**src/hw/rtl/vkd_pkg.sv**
```systemverilog
// Shared types, constants and helper functions of the kick/drift particle integrator.
package vkd_pkg;

   localparam int FRAC_BITS = 16;
   localparam int WORD_W    = 32;
   localparam int MASS_W    = 31;
   localparam int WGT_W     = 17;
   localparam int STEP_W    = 31;
   localparam int MODE_W    = 2;

   localparam int PROD_W  = WORD_W + STEP_W;
   localparam int NUM_W   = PROD_W + FRAC_BITS;
   localparam int DEN_W   = MASS_W + WGT_W;
   localparam int QUO_W   = 35;
   localparam int REM_W   = ((NUM_W > DEN_W + QUO_W) ? NUM_W : DEN_W + QUO_W) + 1;
   localparam int SUM_W   = ((PROD_W - FRAC_BITS > WORD_W) ? PROD_W - FRAC_BITS : WORD_W) + 2;
   localparam int LANE_LAT = QUO_W + 5;

   localparam logic [QUO_W-1:0] HUGE_STEP = QUO_W'(1) << (QUO_W - 1);

   localparam int QUEUE_DEPTH = 4;
   localparam int QPTR_W      = 2;
   localparam int QCNT_W      = 3;

   localparam int CSR_IDX_W = 3;
   localparam logic [CSR_IDX_W-1:0] CSR_STEP_MODE    = 3'd0;
   localparam logic [CSR_IDX_W-1:0] CSR_WEIGHTING_ON = 3'd1;
   localparam logic [CSR_IDX_W-1:0] CSR_GROUP_BIT    = 3'd2;
   localparam logic [CSR_IDX_W-1:0] CSR_TIME_STEP    = 3'd3;
   localparam logic [CSR_IDX_W-1:0] CSR_FORCE_SCALE  = 3'd4;

   localparam logic [MODE_W-1:0] MODE_KICK  = 2'd0;
   localparam logic [MODE_W-1:0] MODE_DRIFT = 2'd1;

   typedef struct packed {
      logic [31:0]        group_mask;
      logic signed [31:0] pos_x;
      logic signed [31:0] pos_y;
      logic signed [31:0] pos_z;
      logic signed [31:0] vel_x;
      logic signed [31:0] vel_y;
      logic signed [31:0] vel_z;
      logic signed [31:0] force_x;
      logic signed [31:0] force_y;
      logic signed [31:0] force_z;
      logic [MASS_W-1:0]  particle_mass;
      logic [WGT_W-1:0]   particle_weight;
   } req_type;

   typedef struct packed {
      logic signed [31:0] new_pos_x;
      logic signed [31:0] new_pos_y;
      logic signed [31:0] new_pos_z;
      logic signed [31:0] new_vel_x;
      logic signed [31:0] new_vel_y;
      logic signed [31:0] new_vel_z;
      logic               was_selected;
      logic               saturated;
   } rsp_type;

   typedef struct packed {
      logic sel;
      logic do_kick;
      logic do_drift;
      logic weight;
   } ctrl_type;

   typedef struct packed {
      req_type  item;
      ctrl_type ctrl;
   } entry_type;

   typedef struct packed {
      logic [STEP_W-1:0] time_step;
      logic [STEP_W-1:0] force_scale;
   } cfg_type;

   typedef struct packed {
      logic signed [31:0] pos;
      logic signed [31:0] vel;
      logic signed [31:0] frc;
      ctrl_type           ctrl;
   } lane_in_type;

   typedef struct packed {
      logic signed [31:0] pos;
      logic signed [31:0] vel;
      logic               neg;
      logic               kick_ok;
      logic               clamp;
      logic               drift;
      logic               sel;
   } lane_side_type;

   typedef struct packed {
      logic signed [31:0] word;
      logic               sat;
   } clip_type;

   function automatic logic [31:0] mag32(input logic signed [31:0] v);
      mag32 = v[31] ? (~v + 32'd1) : v;
   endfunction

   function automatic clip_type clip_word(input logic signed [SUM_W-1:0] v);
      clip_type r;
      logic [SUM_W-WORD_W:0] hi;
      hi = v[SUM_W-1:WORD_W-1];
      if (hi == '0 || hi == '1) begin
         r.word = v[WORD_W-1:0];
         r.sat  = 1'b0;
      end else begin
         r.word = v[SUM_W-1] ? {1'b1, {(WORD_W-1){1'b0}}} : {1'b0, {(WORD_W-1){1'b1}}};
         r.sat  = 1'b1;
      end
      clip_word = r;
   endfunction

endpackage

```
**src/hw/rtl/vkd_queue.sv**
```systemverilog
// Short request queue between the front end and the integration pipeline.
module vkd_queue (
   input  logic               clock,
   input  logic               reset,
   input  logic               push,
   input  vkd_pkg::entry_type push_data,
   input  logic               pop,
   output vkd_pkg::entry_type head,
   output logic               empty,
   output logic               full
);
   import vkd_pkg::*;

   entry_type         entry_ff [QUEUE_DEPTH];
   logic [QPTR_W-1:0] wr_ptr_ff, wr_ptr_in;
   logic [QPTR_W-1:0] rd_ptr_ff, rd_ptr_in;
   logic [QCNT_W-1:0] count_ff, count_in;

   assign empty = (count_ff == '0);
   assign full  = (count_ff == QCNT_W'(QUEUE_DEPTH));
   assign head  = entry_ff[rd_ptr_ff];

   always_comb begin
      wr_ptr_in = push ? wr_ptr_ff + 1'b1 : wr_ptr_ff;
      rd_ptr_in = pop  ? rd_ptr_ff + 1'b1 : rd_ptr_ff;
      count_in  = count_ff + QCNT_W'(push) - QCNT_W'(pop);
   end

   always_ff @(posedge clock) begin
      if (reset) begin
         wr_ptr_ff <= '0;
         rd_ptr_ff <= '0;
         count_ff  <= '0;
      end else begin
         wr_ptr_ff <= wr_ptr_in;
         rd_ptr_ff <= rd_ptr_in;
         count_ff  <= count_in;
      end
   end

   always_ff @(posedge clock) begin
      if (push) begin
         entry_ff[wr_ptr_ff] <= push_data;
      end
   end

   a_pop_nonempty: assert property (@(posedge clock) disable iff (reset) pop |-> !empty)
      else $error("queue popped while empty");
   a_count_bound: assert property (@(posedge clock) disable iff (reset)
      count_ff <= QCNT_W'(QUEUE_DEPTH))
      else $error("queue count beyond depth");
   a_count_grow: assert property (@(posedge clock) disable iff (reset)
      (push && !pop) |=> count_ff == $past(count_ff) + 1'b1)
      else $error("queue count lost a push");

endmodule

```
**config.mk**
```make
export PLATFORM = sky130hd
export DESIGN_NAME = vkd_queue
export DESIGN_NICKNAME = d
export VERILOG_FILES = /design/src/hw/rtl/vkd_pkg.sv /design/src/hw/rtl/vkd_queue.sv
export SDC_FILE = /design/constraint.sdc
export NUM_CORES = 1
export LEC_CHECK = 0
export BUFFER_PORTS_ARGS = -buffer_cell sky130_fd_sc_hd__buf_2
export CORE_MARGIN = 8
export CORE_UTILIZATION = 50
export CTS_BUF_LIST = sky130_fd_sc_hd__clkbuf_4
export CTS_CLUSTER_SIZE = 40
export DETAILED_ROUTE_END_ITERATION = 10
export GPL_ROUTABILITY_DRIVEN = 0
export GPL_TIMING_DRIVEN = 0
export PLACE_DENSITY_LB_ADDON = 0.2
export SYNTH_ARGS = -nofsm -noshare
export SYNTH_HDL_FRONTEND = slang
export SYNTH_SLANG_ARGS = --single-unit
export TNS_END_PERCENT = 30
```
**constraint.sdc**
```tcl
create_clock -name clock -period 10.3 [get_ports clock]
set_input_delay 1.545 -clock clock [delete_from_list [all_inputs] [get_ports clock]]
set_output_delay 1.545 -clock clock [all_outputs]
set_load 0.03 [all_outputs]
```
# After elaboration in Yosys (flattened, before gate mapping)
# Memory sizes are Yosys's and may differ from the RTL's. A register that Yosys moved wholly into a read port is not among the register bits.
# Cells that the tools add are included.
[word_totals]
reg_bits = 7
ramBits = 1488
mem_count = 1
[mem_list]
columns = ["memory", "words", "word_bits", "rd", "rd_ports_with_merged_regs", "wr", "line_no", "source"]
rows = [
  ["entry_ff", 4, 372, 1, 1, 1, "vkd_queue.sv:14", "entry_type entry_ff [QUEUE_DEPTH];"],
]
[classes]
n_addsub = 4
eq_ne = 1
n_mux = 4
n_reduce_logical = 1
[op_table]
columns = ["cell", "n"]
rows = [
  ["$add A2 B1 Y2 const B", 2],
  ["$mux W2", 2],
  ["$add A3 B1 Y3", 1],
  ["$eq A3 B3 Y1 const B", 1],
  ["$logic_not A3 Y1", 1],
  ["$sub A3 B1 Y3", 1],
  ["$mux W1", 2],
]

# Longest topological paths before layout
[logic_depth]
word_depth = 3
ltp_mapped = 7

# Worst setup path before layout
# Ideal clock, no wire load.
[synth_timing]
kind = "input to register"
startpoint = "in push"
endpoint = "mem entry_ff[0][0] (netlist bit), enable pin"
setup_time_ns = 0.781
arrival_time_ns = 9.916
setup_slack_ns = -0.397
path_stages = 1
n_path_buf = 0
cell_sequence = "and2_1"
[synth_via]
elab_chain_cells = 2
[synth_lines]
columns = ["element", "line_no", "source"]
rows = [
  ["start: declaration", "vkd_queue.sv:5", "input logic push,"],
  ["$mux W1", "vkd_queue.sv:42", "if (push) begin"],
  ["$mux W1 (implied by the code)", "vkd_queue.sv:43", "entry_ff[wr_ptr_ff] <= push_data;"],
  ["end: declaration", "vkd_queue.sv:14", ""],
]
# Every way passes these cells.

==> out/metrics.yaml <==
ys_seq_elements: 1497
comb_power_share_pct: 12.6
worst_pin_slew_ns: 0.9630
ys_types: 22
drc: 0
dieArea_um2: 118700
die_w_um: 344.6
crit_path_end_kind: "output pin"
fmax_mhz: 188.6
antenna_found_initial: 83
cts_setup_buffers: 0
slew-limit-headroom_pct: 35.80
grt_pass1_vias: 28330
cellPowerDensity_nw_per_um2: 206.2
wl_per_cell_um: 25.58
final_cell_mix: "edfxtp_1 (1488), buf_2 (772), clkbuf_4 (522), mux4_2 (372), clkinv_1 (87)"
clock_latency_ns: 1.20
outcome: "finished, final reports clean"
drt-pass1-iter-count: 5
initial_core_util_pct: 50.43
drive_gt1_share_pct: 51.62
ctsResizeCount: 0
path_max_fanout: 10
grt_max_degree: 60
setup_violations: 0
drv_slew: 0
cp.arrival_ns: 3.76
drtIter0Drc: 1600
rsz0062_at_grt: "no"
synth_top_cell_area_share_pct: 82.77
p_int_w: 0.01001
clk_pin_slew_ns: 0.06
skew_ns: 0.1038
p_sw_share_pct: 25.11
syn_nets: 2368
yosys.area.top_type: "edfxtp_1"
irDropWorstVdd_mv: 0.1419
final_nets: 3525
maxCapViolations: 0
period_share_pct: 51.48
routed_wl_um: 124000
final_hold_viol_count: 0
ys_top_cells_by_area: "edfxtp_1 (83%), mux4_2 (16%), dfxtp_1 (0.33%), buf_4 (0.28%), buf_2 (0.21%)"
min_from: "rd_ptr_ff[1]"
cts_max_path_buffers: 4
ys_seq_area_share_pct: 83.11
start_kind: "register"
areaGrowthSynthToFinish_pct: 20.12
vias_per_cell: 5.370
num_io_pins: 750
clockRootBuffer: "clkbuf_4"
final_common_cell: "edfxtp_1"
syn_area_um2: 53980
portBuffers: 749
p_leak_nw: 22.16
cts_tree: "built"
holdCritPathClass: "register to register"
cts_hold_buffers: 0
dieHeight_um: 344.6
reg2reg_from: "wr_ptr_ff[0]"
pwr-share-clk_pct: 34.6
syn_inst: 1985
rrSetupSlack_ns: 7.77
dpl.hpwl_um: 84210
num_vias: 26050
p_seq_share_pct: 52.8
synth_warnings: 0
ant_nets: 0
grt_usage_pct: 20.53
fin_crit_ns: 5.303
rows: 120
crit_required_ns: 8.76
clock-sinks: 1497
hold_slack_ns: 0.5374
grt_pass1_wl_um: 177500
p_sw_w: 0.003358
synth.avg_cell_area_um2: 27.20
htreeDepth: 5
setup.worst_path.class: "register to output pin"
coreArea_um2: 107100
cts_made_buffers: 378
placedCellCount: 4165
stdcell_count: 4850
globalRoute.totalOverflow: 0
cells in the mapped netlist (all sizes together):
master     n
a21oi      1
xnor2      2
and2       4
mux4     372
dfxtp      9
a21bo      1
mux2i      1
inv        6
nor2b      2
ha         6
fa         1
edfxtp  1488
nor3       1
and3       1
xor3       1
buf       77
clkbuf     6
nand3b     1
nor2       5
worst max-delay path, stage by stage (launching register included):
cell and delay (ns):
dfxtp_1 0.35, buf_2 0.48, clkbuf_1 0.77, buf_2 0.42, mux4_2 0.40, buf_2 0.21
metrics by stage:
stage               TNS (ns)  total power (W)  util (%)  area (um^2)  setup WS, ns
global placement    -5087.84         0.008957     55.57        59490        -6.886
detailed placement         0         0.008905     56.28        60250         6.071
floorplan            -295.38         0.008314         -        53990       -0.3970
finish                     0          0.01337     60.57        64840         4.997
global route               0          0.01395     60.50        64760         4.723
CTS                        0          0.01358     60.45        64720         4.722
sequential cells by signal, indices dropped and copies added (netlist names), named ones only:
register   cells
entry_ff    1488
wr_ptr_ff      2
rd_ptr_ff      2
count_ff       3
final timing paths:
check / end / cells past startpoint
worst max-delay path: head[317] / 5
worst min register to register: register / 2
worst max register to register: entry_ff[3][229] / 5
worst min-delay path: register / 2
cell families (layout without fill, tap and decap cells):
family          after synthesis  count (layout)  synth area share [%]
compound gates                2               2               0.02781
mux                         373             373                 15.54
buf+inv                      89            1500                0.9364
simple gates                 14              14                0.1391
flops                      1497            1497                 83.11
fa+ha+maj                     7               7                0.1761
other cells                   0              51                     0
xor+xnor                      3               3               0.07649
area by class of cell:
type	count	area, um^2
antenna	51	127.6
buffer	83	483.0
timing repair buffer	777	4497
multi-input combinational	399	8625
fill	7623	42210
inverter	6	22.52
clock inverter	112	553.0
clock buffer	522	3919
tap	1403	1755
sequential	1497	44860
metal layers:
metal	wire, um	vias to the layer above	GRT usage (%)
li1	-	11320	-
met1	42490	13360	22.58
met2	62130	1041	33.57
met3	14910	269	10.55
met4	4115	60	8.708
met5	401	-	0
power groups by stage:
stage / Sequential, W / Combinational [W] / Clock, W
after global placement: 0.00731 / 0.00165 / 0
final: 0.00706 / 0.00168 / 0.00463
after CTS: 0.00706 / 0.00172 / 0.00480
after floorplan: 0.00725 / 0.00107 / 0
after global routing: 0.00708 / 0.00178 / 0.00510
after detailed placement: 0.00719 / 0.00171 / 0
Note: power is estimated with default switching activity, not from simulation.
