**config.mk**
```make
export PLATFORM = sky130hd
export DESIGN_NAME = vkd_front
export DESIGN_NICKNAME = d
export VERILOG_FILES = /design/src/hw/rtl/vkd_pkg.sv /design/src/hw/rtl/vkd_front.sv
export SDC_FILE = /design/constraint.sdc
export NUM_CORES = 1
export LEC_CHECK = 0
export ABC_AREA = 1
export BUFFER_PORTS_ARGS = -buffer_cell sky130_fd_sc_hd__buf_2
export CAP_MARGIN = 20
export CORE_AREA = 2 2 325 327
export CTS_CLUSTER_SIZE = 14
export DETAILED_ROUTE_END_ITERATION = 6
export DIE_AREA = 0 0 327 329
export SLEW_MARGIN = 10
export SYNTH_ARGS = -nofsm -noshare
export SYNTH_HDL_FRONTEND = slang
export SYNTH_SLANG_ARGS = --single-unit
```
**constraint.sdc**
```tcl
create_clock -name clock -period 1.5 [get_ports clock]
set_input_delay 0.075 -clock clock [delete_from_list [all_inputs] [get_ports clock]]
set_output_delay 0.075 -clock clock [all_outputs]
set_load 0.1 [all_outputs]
```
**src/hw/rtl/vkd_pkg.sv**
```systemverilog
// Shared types, constants and helper functions of the kick/drift particle integrator.
package vkd_pkg;

   localparam int FRAC_BITS = 16;
   localparam int WORD_W    = 32;
   localparam int MASS_W    = 31;
   localparam int WGT_W     = 17;
   localparam int STEP_W    = 31;
   localparam int MODE_W    = 2;

   localparam int PROD_W  = WORD_W + STEP_W;
   localparam int NUM_W   = PROD_W + FRAC_BITS;
   localparam int DEN_W   = MASS_W + WGT_W;
   localparam int QUO_W   = 35;
   localparam int REM_W   = ((NUM_W > DEN_W + QUO_W) ? NUM_W : DEN_W + QUO_W) + 1;
   localparam int SUM_W   = ((PROD_W - FRAC_BITS > WORD_W) ? PROD_W - FRAC_BITS : WORD_W) + 2;
   localparam int LANE_LAT = QUO_W + 5;

   localparam logic [QUO_W-1:0] HUGE_STEP = QUO_W'(1) << (QUO_W - 1);

   localparam int QUEUE_DEPTH = 4;
   localparam int QPTR_W      = 2;
   localparam int QCNT_W      = 3;

   localparam int CSR_IDX_W = 3;
   localparam logic [CSR_IDX_W-1:0] CSR_STEP_MODE    = 3'd0;
   localparam logic [CSR_IDX_W-1:0] CSR_WEIGHTING_ON = 3'd1;
   localparam logic [CSR_IDX_W-1:0] CSR_GROUP_BIT    = 3'd2;
   localparam logic [CSR_IDX_W-1:0] CSR_TIME_STEP    = 3'd3;
   localparam logic [CSR_IDX_W-1:0] CSR_FORCE_SCALE  = 3'd4;

   localparam logic [MODE_W-1:0] MODE_KICK  = 2'd0;
   localparam logic [MODE_W-1:0] MODE_DRIFT = 2'd1;

   typedef struct packed {
      logic [31:0]        group_mask;
      logic signed [31:0] pos_x;
      logic signed [31:0] pos_y;
      logic signed [31:0] pos_z;
      logic signed [31:0] vel_x;
      logic signed [31:0] vel_y;
      logic signed [31:0] vel_z;
      logic signed [31:0] force_x;
      logic signed [31:0] force_y;
      logic signed [31:0] force_z;
      logic [MASS_W-1:0]  particle_mass;
      logic [WGT_W-1:0]   particle_weight;
   } req_type;

   typedef struct packed {
      logic signed [31:0] new_pos_x;
      logic signed [31:0] new_pos_y;
      logic signed [31:0] new_pos_z;
      logic signed [31:0] new_vel_x;
      logic signed [31:0] new_vel_y;
      logic signed [31:0] new_vel_z;
      logic               was_selected;
      logic               saturated;
   } rsp_type;

   typedef struct packed {
      logic sel;
      logic do_kick;
      logic do_drift;
      logic weight;
   } ctrl_type;

   typedef struct packed {
      req_type  item;
      ctrl_type ctrl;
   } entry_type;

   typedef struct packed {
      logic [STEP_W-1:0] time_step;
      logic [STEP_W-1:0] force_scale;
   } cfg_type;

   typedef struct packed {
      logic signed [31:0] pos;
      logic signed [31:0] vel;
      logic signed [31:0] frc;
      ctrl_type           ctrl;
   } lane_in_type;

   typedef struct packed {
      logic signed [31:0] pos;
      logic signed [31:0] vel;
      logic               neg;
      logic               kick_ok;
      logic               clamp;
      logic               drift;
      logic               sel;
   } lane_side_type;

   typedef struct packed {
      logic signed [31:0] word;
      logic               sat;
   } clip_type;

   function automatic logic [31:0] mag32(input logic signed [31:0] v);
      mag32 = v[31] ? (~v + 32'd1) : v;
   endfunction

   function automatic clip_type clip_word(input logic signed [SUM_W-1:0] v);
      clip_type r;
      logic [SUM_W-WORD_W:0] hi;
      hi = v[SUM_W-1:WORD_W-1];
      if (hi == '0 || hi == '1) begin
         r.word = v[WORD_W-1:0];
         r.sat  = 1'b0;
      end else begin
         r.word = v[SUM_W-1] ? {1'b1, {(WORD_W-1){1'b0}}} : {1'b0, {(WORD_W-1){1'b1}}};
         r.sat  = 1'b1;
      end
      clip_word = r;
   endfunction

endpackage

```
**src/hw/rtl/vkd_front.sv**
```systemverilog
// Front end: configuration registers, request acceptance and group classification.
module vkd_front (
   input  logic                      clock,
   input  logic                      reset,
   input  logic                      start,
   output logic                      busy,
   input  vkd_pkg::req_type          req_data,
   input  logic                      csr_we,
   input  logic [vkd_pkg::CSR_IDX_W-1:0] csr_index,
   input  logic [31:0]               csr_wdata,
   input  logic                      q_full,
   output logic                      push,
   output vkd_pkg::entry_type        push_data,
   output vkd_pkg::cfg_type          cfg
);
   import vkd_pkg::*;

   logic [MODE_W-1:0] step_mode_ff, step_mode_in;
   logic              weighting_ff, weighting_in;
   logic [31:0]       group_bit_ff, group_bit_in;
   logic [STEP_W-1:0] time_step_ff, time_step_in;
   logic [STEP_W-1:0] force_scale_ff, force_scale_in;
   logic              sel;

   always_comb begin
      step_mode_in   = step_mode_ff;
      weighting_in   = weighting_ff;
      group_bit_in   = group_bit_ff;
      time_step_in   = time_step_ff;
      force_scale_in = force_scale_ff;
      if (csr_we) begin
         case (csr_index)
            CSR_STEP_MODE:    step_mode_in   = csr_wdata[MODE_W-1:0];
            CSR_WEIGHTING_ON: weighting_in   = csr_wdata[0];
            CSR_GROUP_BIT:    group_bit_in   = csr_wdata;
            CSR_TIME_STEP:    time_step_in   = csr_wdata[STEP_W-1:0];
            CSR_FORCE_SCALE:  force_scale_in = csr_wdata[STEP_W-1:0];
            default: ;
         endcase
      end
   end

   always_ff @(posedge clock) begin
      if (reset) begin
         step_mode_ff   <= 2'd2;
         weighting_ff   <= 1'b0;
         group_bit_ff   <= 32'd1;
         time_step_ff   <= STEP_W'(65536);
         force_scale_ff <= STEP_W'(32768);
      end else begin
         step_mode_ff   <= step_mode_in;
         weighting_ff   <= weighting_in;
         group_bit_ff   <= group_bit_in;
         time_step_ff   <= time_step_in;
         force_scale_ff <= force_scale_in;
      end
   end

   // Classify: unselected particles carry no kick and no drift.
   assign sel = |(req_data.group_mask & group_bit_ff);

   always_comb begin
      push_data.item          = req_data;
      push_data.ctrl.sel      = sel;
      push_data.ctrl.do_kick  = sel && (step_mode_ff != MODE_DRIFT);
      push_data.ctrl.do_drift = sel && (step_mode_ff != MODE_KICK);
      push_data.ctrl.weight   = weighting_ff;
   end

   assign busy = q_full;
   assign push = start && !q_full;
   assign cfg.time_step   = time_step_ff;
   assign cfg.force_scale = force_scale_ff;

endmodule

```
== Yosys cells after proc, flatten, opt, wreduce, memory -nomap -nowiden ==
Index checks and enable logic that the tools add are counted.
Storage, ports and cells
  register bits: 97
  output and inout bits: 436
  bits of input ports: 408
  word-level logic and storage cells: 23
Operators by class
  eq/ne operators: 5
  reductions and logical operators: 12
  bitwise gates (word level): 1
Operators with widths (number)
  bitwise AND 32 bit: 1
  OR reduction 32 bit: 1
  AND reduction 2 bit: 5
  == test 3 x 2 -> 1 bit (second input constant): 2
  == test 3 x 1 -> 1 bit (second input constant): 1
  == test 3 bit (second input constant): 1
  logical AND 1 bit: 3
  logical NOT 3 bit: 1
  != test 2 x 1 -> 1 bit (second input constant): 1
  nonzero test 2 bit: 1
  logical NOT 1 bit: 1

== Depth between registers and ports, before layout ==
Gate-level depths: netlist (run 1).
  depth after elaboration: 3
  depth in mapped cells: 8
  depth with buffers taken out: 7

== Worst setup path after synthesis (run 1) ==
Ideal clock, no wire load.
  path kind: register to output
  start: reg group_bit_ff[8]
  end: out push_data[1] (netlist name)
  data required time: 1.425 ns
  path slack: -0.605 ns
  buffers on the path: 0
  arrival: 2.030 ns
  cell stages (with the launch flop): 7
  cell sequence: dfxtp_1 -> nand2_1 -> nand2_1 -> nor2_1 -> nand2_1 -> nor2_1 -> a21oi_1
RTL lines
  from (decl): line vkd_front.sv:20  | logic [31:0] group_bit_ff, group_bit_in;
  from (signal assigned): line vkd_front.sv:53  | group_bit_ff <= group_bit_in;
  to (decl): line vkd_front.sv:13  | output vkd_pkg::entry_type push_data,

==> results.md, run 1 <==
- The flow ran to the end, but the final reports show violations.
- The checks that failed: setup timing.
- The placeable core region is 104,400 um^2.
- For this run, the detailed router's first-pass iteration total came to 4.
- The hold violation count in the final report is 0.
- The power density over the cells is ~980 nW/um^2.
- The number of enable-type register cells in the synthesized netlist is 0.
- The area occupied by multi-input gates is approximately 1600 um^2.
- The sum of negative setup slack is -379.1 ps.
- The floorplan has ~120 rows.
- Global routing finished with a remaining overflow of 0.
- The synthesized netlist devotes 0% of its cell area to XOR and XNOR gates.
- The startpoint of the worst hold path is csr_wdata[0].
- The Yosys step of the flow raised 0 warnings.
- The critical path startpoint category is a flop.
- The pin count of the biggest net entering global routing is 35.
- Clock-pin slew was measured on the worst setup and hold paths at 80 ps.
- In this run the mean area of a mapped cell was 7.493 um^2.
- The clock net in this run drives a total of 97 sinks.
- The clock network latency to the later pin of the worst-skew pair is 370 ps.
- The number of antenna violations at the first check in global routing was 15.
- Setup repair after global routing could not meet its margin everywhere.
- The final setup skew is 0 ps.
- The overall die area is 107,600 um^2.
- Summing all flip-flop and latch instances after layout gives between 1500 and 2000 um^2.
- The share of the synthesized area in the top cell type is a little over two fifths.
- The post-CTS setup-driven buffer insertion count is 0.
- In the post-synthesis netlist, the biggest area contributors are sky130_fd_sc_hd__buf_4, sky130_fd_sc_hd__dfxtp_1, sky130_fd_sc_hd__nand2_1, sky130_fd_sc_hd__nor2_1, sky130_fd_sc_hd__o21ai_0.
- The number of H-tree levels is 3.
- The cell at the root of the clock tree is sky130_fd_sc_hd__clkbuf_16.
- Sequential cells were found to cover a little under 30% of the synthesized design area.
- Global routing used under 10% of the available tracks across all layers.
- The number of max-cap violations is 0.
- The launch point of the critical path is group_bit_ff[24]$_SDFFE_PP0P_.
- The post-synth net total is 1,278.
- Buffers placed on the I/O ports in this run total roughly 170.
- The residual antenna-violating net count after detailed routing is 0.
- Setup violations remaining at the end of the flow were counted as 3.
- By area, the combinational part of the netlist is dominated by buffers and inverters.
- After detailed routing, the average wire length per cell comes to between 20 and 25 um.
- The highest-delay cell along the critical path is sky130_fd_sc_hd__dfxtp_1.
- Of the total synthesized cell area, the portion taken by AND, OR, NAND and NOR gates is 16.93%.
- The largest fanout of any net on the critical path is 3.
- The number of stages on the worst hold path is 3.
- The clock period minus worst slack is 1638 ps.
- The starting density of the core is around 6.2%.
- The achievable clock frequency is between 600 and 700 MHz.
- The share of the cycle needed by the critical path after routing is 109.2%.
- Of all cell types, the one taking the most synthesized area is sky130_fd_sc_hd__buf_4.
- The post-synthesis async set-or-reset flop share is 0%.
- For the worst setup path, the data required time is around 1400 ps.
- The post-synthesis adder-cell area fraction is 0%.
- The routed layout has roughly 4,800 vias.
- The post-route worst setup slack is -137.9 ps.
- Wires add up to around 46 mm.
- The max-slew violation total from the final report is 0.
- Dividing the detail-routed via count by the number of cells gives about 2.3.
- The worst-case IR drop observed on VDD is ~0.39 mV.
- Walking the worst path, the cells encountered are nand2_1 -> nand2_1 -> nor2_2 -> nand2_2 -> nor2_2 -> buf_6 -> a21oi_4 -> buf_12.
- The synthesized flop and latch total is 97.
- On the final layout, the worst hold slack is 36.96 ps.
- The placer's final routability congestion estimate is around 0.67.
- The first routing iteration left about 130 violations.
- The highest cell delay on the worst timing path is between 300 and 400 ps.
- The estimated wirelength of the detail-placed design is about 40 mm.
- The worst hold-check path type is in -> reg.
- The critical path is of the reg -> out type.
- The fraction of the mapped netlist area in compound gates is roughly 7.4%.
- The clock tree from TritonCTS is done.
- The cell area after technology mapping is around 6500 um^2.
- The most used flip-flop cell after synthesis is sky130_fd_sc_hd__dfxtp_1.
- Summed over all cells, the static leakage comes to ~2.6 nW.
- The die extent in x is roughly 330 um.
- In the final layout, the share of cells above drive strength 1 is a little over a third.
- The reg2reg setup slack is 860 ps.
- The fill cell instance count of the final layout is approximately 12,000.
- The post-synthesis to final-layout area growth is 8.983%.
- The endpoint of the most critical register-to-register path is weighting_ff$_SDFFE_PP0P_.
- The reg-to-reg startpoint is weighting_ff$_SDFFE_PP0P_.
- For this run, the share of the core covered by cells in the final layout is about 6.8%.
- The worst setup path is captured at an output port.
- The pre-CTS setup slack is ~120 ps.
- Sorting the synthesized cells by how often they occur yields sky130_fd_sc_hd__buf_4, sky130_fd_sc_hd__nand2_1, sky130_fd_sc_hd__nor2_1.
- The number of standard cells after synthesis is 870.
- The post-route DRC violation count is 0.
- The die height is 329 um.
- Yosys mapped the design onto 20 distinct sky130hd cell types.
- The first global-routing pass estimated ~55 mm of wire.
- The worst pin sits at a relative slew slack of between 60% and 70%.
- The worst min-delay path endpoint is group_bit_ff[0]$_SDFFE_PP1P_.
- The maximum buffer depth of the clock tree is 2.
- For this design the top-level I/O count stands at 844.
- The share of cell area taken by muxes after synthesis is 0%.
- The net count of the finished layout is 1,109.
- The number of cells traversed by the worst register-to-register path is 2.
- The pin slew with the least headroom to its limit is 584.5 ps.
- The worst path arrival time is about 1600 ps.
- Counting the buffers created by CTS gives 9.
- The number of global-route vias before repair came to approximately 4,800.
- Yosys instantiated no cell more often than sky130_fd_sc_hd__buf_4.
[timing repair]
item | 4_1_cts | 5_1_grt
hold buffers | 30 | 0
setup endpoints to repair | 3 | 66
pin swaps | 2 | 2
endpoints found under the hold margin | 72 | 0
gates resized for setup | 7 | 20
[layout make-up]
| cell class | instances | area share (%) |
|---|---|---|
| timing repair buffer | 219 | 20.04 |
| clock inverter | 6 | 1.039 |
| inverter | 7 | 0.3698 |
| clock buffer | 10 | 3.364 |
| sequential | 97 | 27.40 |
| tap | 1391 | 24.50 |
| multi-input combinational | 367 | 23.14 |
| antenna | 4 | 0.1409 |
[sequential cells by signal, summed over array words and instances, names as in the netlist]
signal          count
group_bit_ff       32
time_step_ff       31
step_mode_ff        2
force_scale_ff     31
weighting_ff        1
[how the worst max path moves through the flow]
stage	endpoint	slack [ps]	depth (start not counted)
after floorplan	push_data[1]	-30	6
after global placement	push_data[3]	70	8
after detailed placement	push_data[2]	120	8
after CTS	push_data[2]	-230	8
after global routing	push_data[2]	-290	8
final	push_data[2]	-140	8
[power breakdown]
group | switching [W] | internal, W | leakage [nW]
Combinational | 0.00130 | 0.000376 | 1.69
Sequential | 0.0000394 | 0.00265 | 0.789
Clock | 0.00127 | 0.00136 | 0.147
[worst max-delay path, delay by kind of cell (launching register included)]
family                 cells  cell delay, ps
DFF                        1             320
buffers and inverters      2             330
and+or+nand+nor            5             420
AOI/OAI and AO/OA          1              80
[metrics by stage]
step           instance area, um^2  std cells  power (W)
2_1_floorplan                 6526        870   0.008093
3_3_place_gp                  6401       2051   0.004359
3_5_place_dp                  6401       2051   0.004363
4_1_cts                       7041       2097   0.007206
5_1_grt                       7097       2098   0.007336
6_report                      7104       2101   0.006996
[per-layer routing]
layer  vias up  share of wire, %  global-route usage, %
li1       1997                 -                      -
met4        14               5.3                  4.118
met2       563                40                  11.75
met3       174                25                  9.521
met5         -              0.37                 0.5217
met1      2009                29                  6.948
[cell families after synthesis]
group	after synthesis
flip-flops	97
AND/OR/NAND/NOR	271
buffers and inverters	406
AO/OA/AOI/OAI	96
[layout by cell type, fill, tap and decap left out, drive strengths merged]
| master | n |
|---|---|
| o21ai | 63 |
| clkinv | 1 |
| a21oi | 33 |
| nand3 | 7 |
| clkbuf | 12 |
| dlygate4sd3 | 29 |
| clkinvlp | 2 |
| dlymetal6s4s | 1 |
| inv | 9 |
| diode | 4 |
| buf | 187 |
| dfxtp | 97 |
| nor3 | 1 |
| bufinv | 1 |
| nand2 | 123 |
| nor2 | 140 |
No activity file was read; power rests on OpenSTA's default activity.
==> inputs of run 2 (changes only) <==
--- a/config.mk
+++ b/config.mk
@@ -6,13 +6,14 @@
 export NUM_CORES = 1
 export LEC_CHECK = 0
 export ABC_AREA = 1
-export BUFFER_PORTS_ARGS = -buffer_cell sky130_fd_sc_hd__buf_2
 export CAP_MARGIN = 20
-export CORE_AREA = 2 2 325 327
+export CORE_AREA = 2 2 332 334
 export CTS_CLUSTER_SIZE = 14
 export DETAILED_ROUTE_END_ITERATION = 6
-export DIE_AREA = 0 0 327 329
+export DIE_AREA = 0 0 334 336
+export DONT_BUFFER_PORTS = 1
 export SLEW_MARGIN = 10
 export SYNTH_ARGS = -nofsm -noshare
 export SYNTH_HDL_FRONTEND = slang
 export SYNTH_SLANG_ARGS = --single-unit
+export TNS_END_PERCENT = 10
==> run 2 against run 1 <==
Against the previous run: global-route usage rose by 0.59 points; critical endpoint unchanged; combinational power fell by 29%; die area rose by 4.3%; sequential power barely moved; clock power fell by 10%; the run still ends with setup timing left; non-clock buffer count fell by 76.
==> results.md, run 2 (same netlist as run 1, synthesis figures left out) <==
- The aggregate routed wire length is 51.10 mm (+11%).
- The estimated wirelength of the detail-placed design came to 45.32 mm (+13%).
- The leftover overflow at the end of global routing is 0 (unchanged).
- The power density over the cells is 893.1 nW/um^2 (-9.3%).
- The residual antenna-violating net count after detailed routing was 0 (unchanged).
- The die height is 336 um (+2.1%).
- The clock network latency to the later pin of the worst-skew pair is 400 ps (+30 ps).
- The pin slew with the least headroom to its limit came to 733.9 ps (+149.4 ps).
- The maximum buffer depth of the clock tree is 2 (unchanged).
- The endpoint identified for the worst register-to-register timing path is time_step_ff[26]$_SDFFE_PP0P_.
- The final setup skew is 0 ps (unchanged).
- The clock input transition at the sequential cells of the worst setup and hold paths is 70 ps (about the same).
- The highest cell delay on the worst timing path came to 320 ps (about the same).
- The hold violation count in the final report was 0 (unchanged).
- The worst register-to-register path begins at time_step_ff[26]$_SDFFE_PP0P_.
- The worst setup path is captured at an output port.
- The worst hold-check path type is in -> reg.
- The max-slew violation total from the final report is 0 (unchanged).
- The overall die area is 112,200 um^2 (+4.3%).
- The worst path arrival time is 1620 ps (+60 ps).
- The share of final-layout standard cells stronger than drive strength 1 is 21.27% (-14 points).
- From synthesis to final layout, the design area changed by 7.236%.
- The number of cells traversed by the worst register-to-register path is 3 (+1).
- The global-route wire length before repair is 60.13 mm (+8.6%).
- The number of global-route vias before repair is 4,462 (-7.2%).
- The post-route DRC violation count is 0 (unchanged).
- The maximum vdd drop is 0.8689 mV (+130%).
- The number of max-cap violations is 0 (unchanged).
- The largest registers in the layout are group_bit_ff: 32 flops, force_scale_ff: 31 flops, time_step_ff: 31 flops.
- The count of standard-cell rows is 121 (+1.7%).
- The via count is 4,507 (-5.3%).
- The flip-flop count of the largest register, all copies and words added is 32 (unchanged).
- The clock period minus worst slack is 1694 ps (+56.03 ps).
- The final net count came to 1,033 (-6.9%).
- The number of port buffers came to 0 (-100%).
- The fill cell instance count of the final layout is 12,800 (+3.9%).
- Setup repair after global routing could not meet its margin everywhere.
- The number of antenna violations at the first check in global routing came to 14 (-1).
- The largest fanout of any net on the critical path came to 3 (unchanged).
- The highest-delay cell along the critical path is sky130_fd_sc_hd__dfxtp_1.
- The run finished, with violations left.
- The total global-route track usage is 8.874% (+0.59 points).
- The number of failing setup endpoints in the final timing report is 4 (+1).
- The cell at the root of the clock tree is sky130_fd_sc_hd__clkbuf_16.
- The starting DRC count in detailed routing is 159 (+21%).
- The routed wirelength normalized by instance count came to 24.95 um (+14%).
- The sum of negative setup slack came to -610.6 ps (-231.5 ps).
- The die extent in x was 334 um (+2.1%).
- The number of sinks driven by the clock tree was 97 (unchanged).
- The worst slew margin relative to its limit is 50.91% (-10 points).
- The pin count of the biggest net entering global routing is 34 (-2.9%).
- The leakage component of the power is 2.354 nW (-11%).
- The length of the first detailed-routing pass in iterations is 4 (unchanged).
- The placeable core region is 108,400 um^2 (+3.9%).
- The reg2reg setup slack is 290 ps (-570 ps).
- The register with the most flip-flops in the final layout is group_bit_ff.
- The achievable clock frequency is 590.3 MHz (-3.3%).
- The share of the cycle needed by the critical path after routing is 112.9% (+3.7 points).
- The path with the worst hold slack has its endpoint at force_scale_ff[11]$_SDFFE_PP0P_.
- The number of stages on the worst hold path is 3 (unchanged).
- The startpoint of the worst hold path is csr_we.
- The worst setup path is launched from a flop.
- The post-route worst setup slack came to -194.0 ps (-56.03 ps).
- The cell seen most often among critical-path stages is sky130_fd_sc_hd__nand2_1.
- The overall power came to 0.006243 W (-11%).
- The critical path class is reg -> out.
- The number of H-tree levels is 3 (unchanged).
- The critical path goes through nand2_1 -> nand2_1 -> nor2_1 -> nand2_1 -> nor2_4 -> a21oi_4 -> buf_12.
- The library cells used most frequently in the layout, excluding fill and tap cells, are sky130_fd_sc_hd__nand2_1, sky130_fd_sc_hd__nor2_1, sky130_fd_sc_hd__dfxtp_1, sky130_fd_sc_hd__buf_4, sky130_fd_sc_hd__dlygate4sd3_1.
- The checks that failed: setup timing.
- The post-CTS setup-driven buffer insertion count is 0 (unchanged).
- The starting density of the core is 6.014% (-0.23 points).
- The required time at the endpoint of the critical path is 1420 ps (about the same).
- The placer's final routability congestion estimate is 0.7285 (+9.2%).
- The number of vias per cell was 2.201 (-2.8%).
- The clock tree from TritonCTS is done.
- The number of top-level pins is 844 (unchanged).
- The number of buffers inserted during clock tree synthesis was 9 (unchanged).
-- run 2: cell types whose count changed in the layout (fill, tap and decap cells not counted), moves of 3 or more --
| cell | delta |
|---|---|
| sky130_fd_sc_hd__buf_2 | -161 |
| sky130_fd_sc_hd__buf_4 | +58 |
| sky130_fd_sc_hd__dlygate4sd3_1 | +30 |
| sky130_fd_sc_hd__clkbuf_1 | +3 |
| sky130_fd_sc_hd__nand2_1 | +3 |
-- run 2: report_power, final --
group          total (W)  switching [W]  internal, W
sequential       0.00270      0.0000416      0.00265
clock            0.00236        0.00124      0.00113
combinational    0.00118       0.000853     0.000330
-- run 2: critical path, delay by kind of cell (launching register included) --
kind                   cells  cell delay [ps]
AND/OR/NAND/NOR            5              620
AO/OA/AOI/OAI              1               90
buffers and inverters      1              170
flip-flops                 1              320
-- run 2: worst max path at each step --
| stage | start | slack, ps | end | cells after the start |
|---|---|---|---|---|
| finish | group_bit_ff[5]$_SDFFE_PP0P_ | -190 | push_data[2] | 7 |
| global route | group_bit_ff[18]$_SDFFE_PP0P_ | -330 | push_data[3] | 8 |
| detailed placement | group_bit_ff[4]$_SDFFE_PP0P_ | 140 | push_data[3] | 7 |
| CTS | group_bit_ff[20]$_SDFFE_PP0P_ | -270 | push_data[3] | 8 |
| floorplan | group_bit_ff[24]$_SDFFE_PP0P_ | -30 | push_data[1] | 6 |
| global placement | group_bit_ff[20]$_SDFFE_PP0P_ | 140 | push_data[3] | 8 |
-- run 2: area by class of cell --
| cell class | instances | area [um^2] | area share [%] |
|---|---|---|---|
| diodes | 4 | 10.01 | 0.1432 |
| clock buffers | 12 | 236.5 | 3.383 |
| clock inverters | 4 | 30.03 | 0.4296 |
| inverters | 7 | 26.28 | 0.3759 |
| multi-input cells | 367 | 1634 | 23.38 |
| flip-flops and latches | 97 | 1948 | 27.87 |
| well taps | 1414 | 1769 | 25.31 |
| repair buffers | 143 | 1336 | 19.12 |
-- run 2: what timing repair did --
action / 4_1_cts / 5_1_grt
endpoints found under the hold margin: 97 / 0
endpoints found under the setup margin: 3 / 34
hold buffers: 60 / 0
gates resized for setup: 3 / 13
pin swaps: 0 / 3
-- run 2: through the flow --
stage | hold WS, ps | cell area [um^2] | setup slack (ps) | std cells | util [%]
2_1_floorplan | 188.2 | 6526 | -34.41 | 870 | -
3_3_place_gp | 150.0 | 6032 | 138.9 | 1968 | 5.565
3_5_place_dp | 150.7 | 6032 | 135.2 | 1968 | 5.565
4_1_cts | 0.5873 | 6927 | -271.1 | 2044 | 6.390
5_1_grt | 11.48 | 6980 | -329.1 | 2044 | 6.440
6_report | 47.51 | 6990 | -194.0 | 2048 | 6.449
-- run 2: layer usage --
layer	routed length, um	global-route usage [%]	vias to the layer above
li1	-	-	1843
met1	13390	6.350	1883
met2	20860	12.97	601
met3	14300	11.99	164
met4	2354	3.604	16
met5	201	0.6383	-
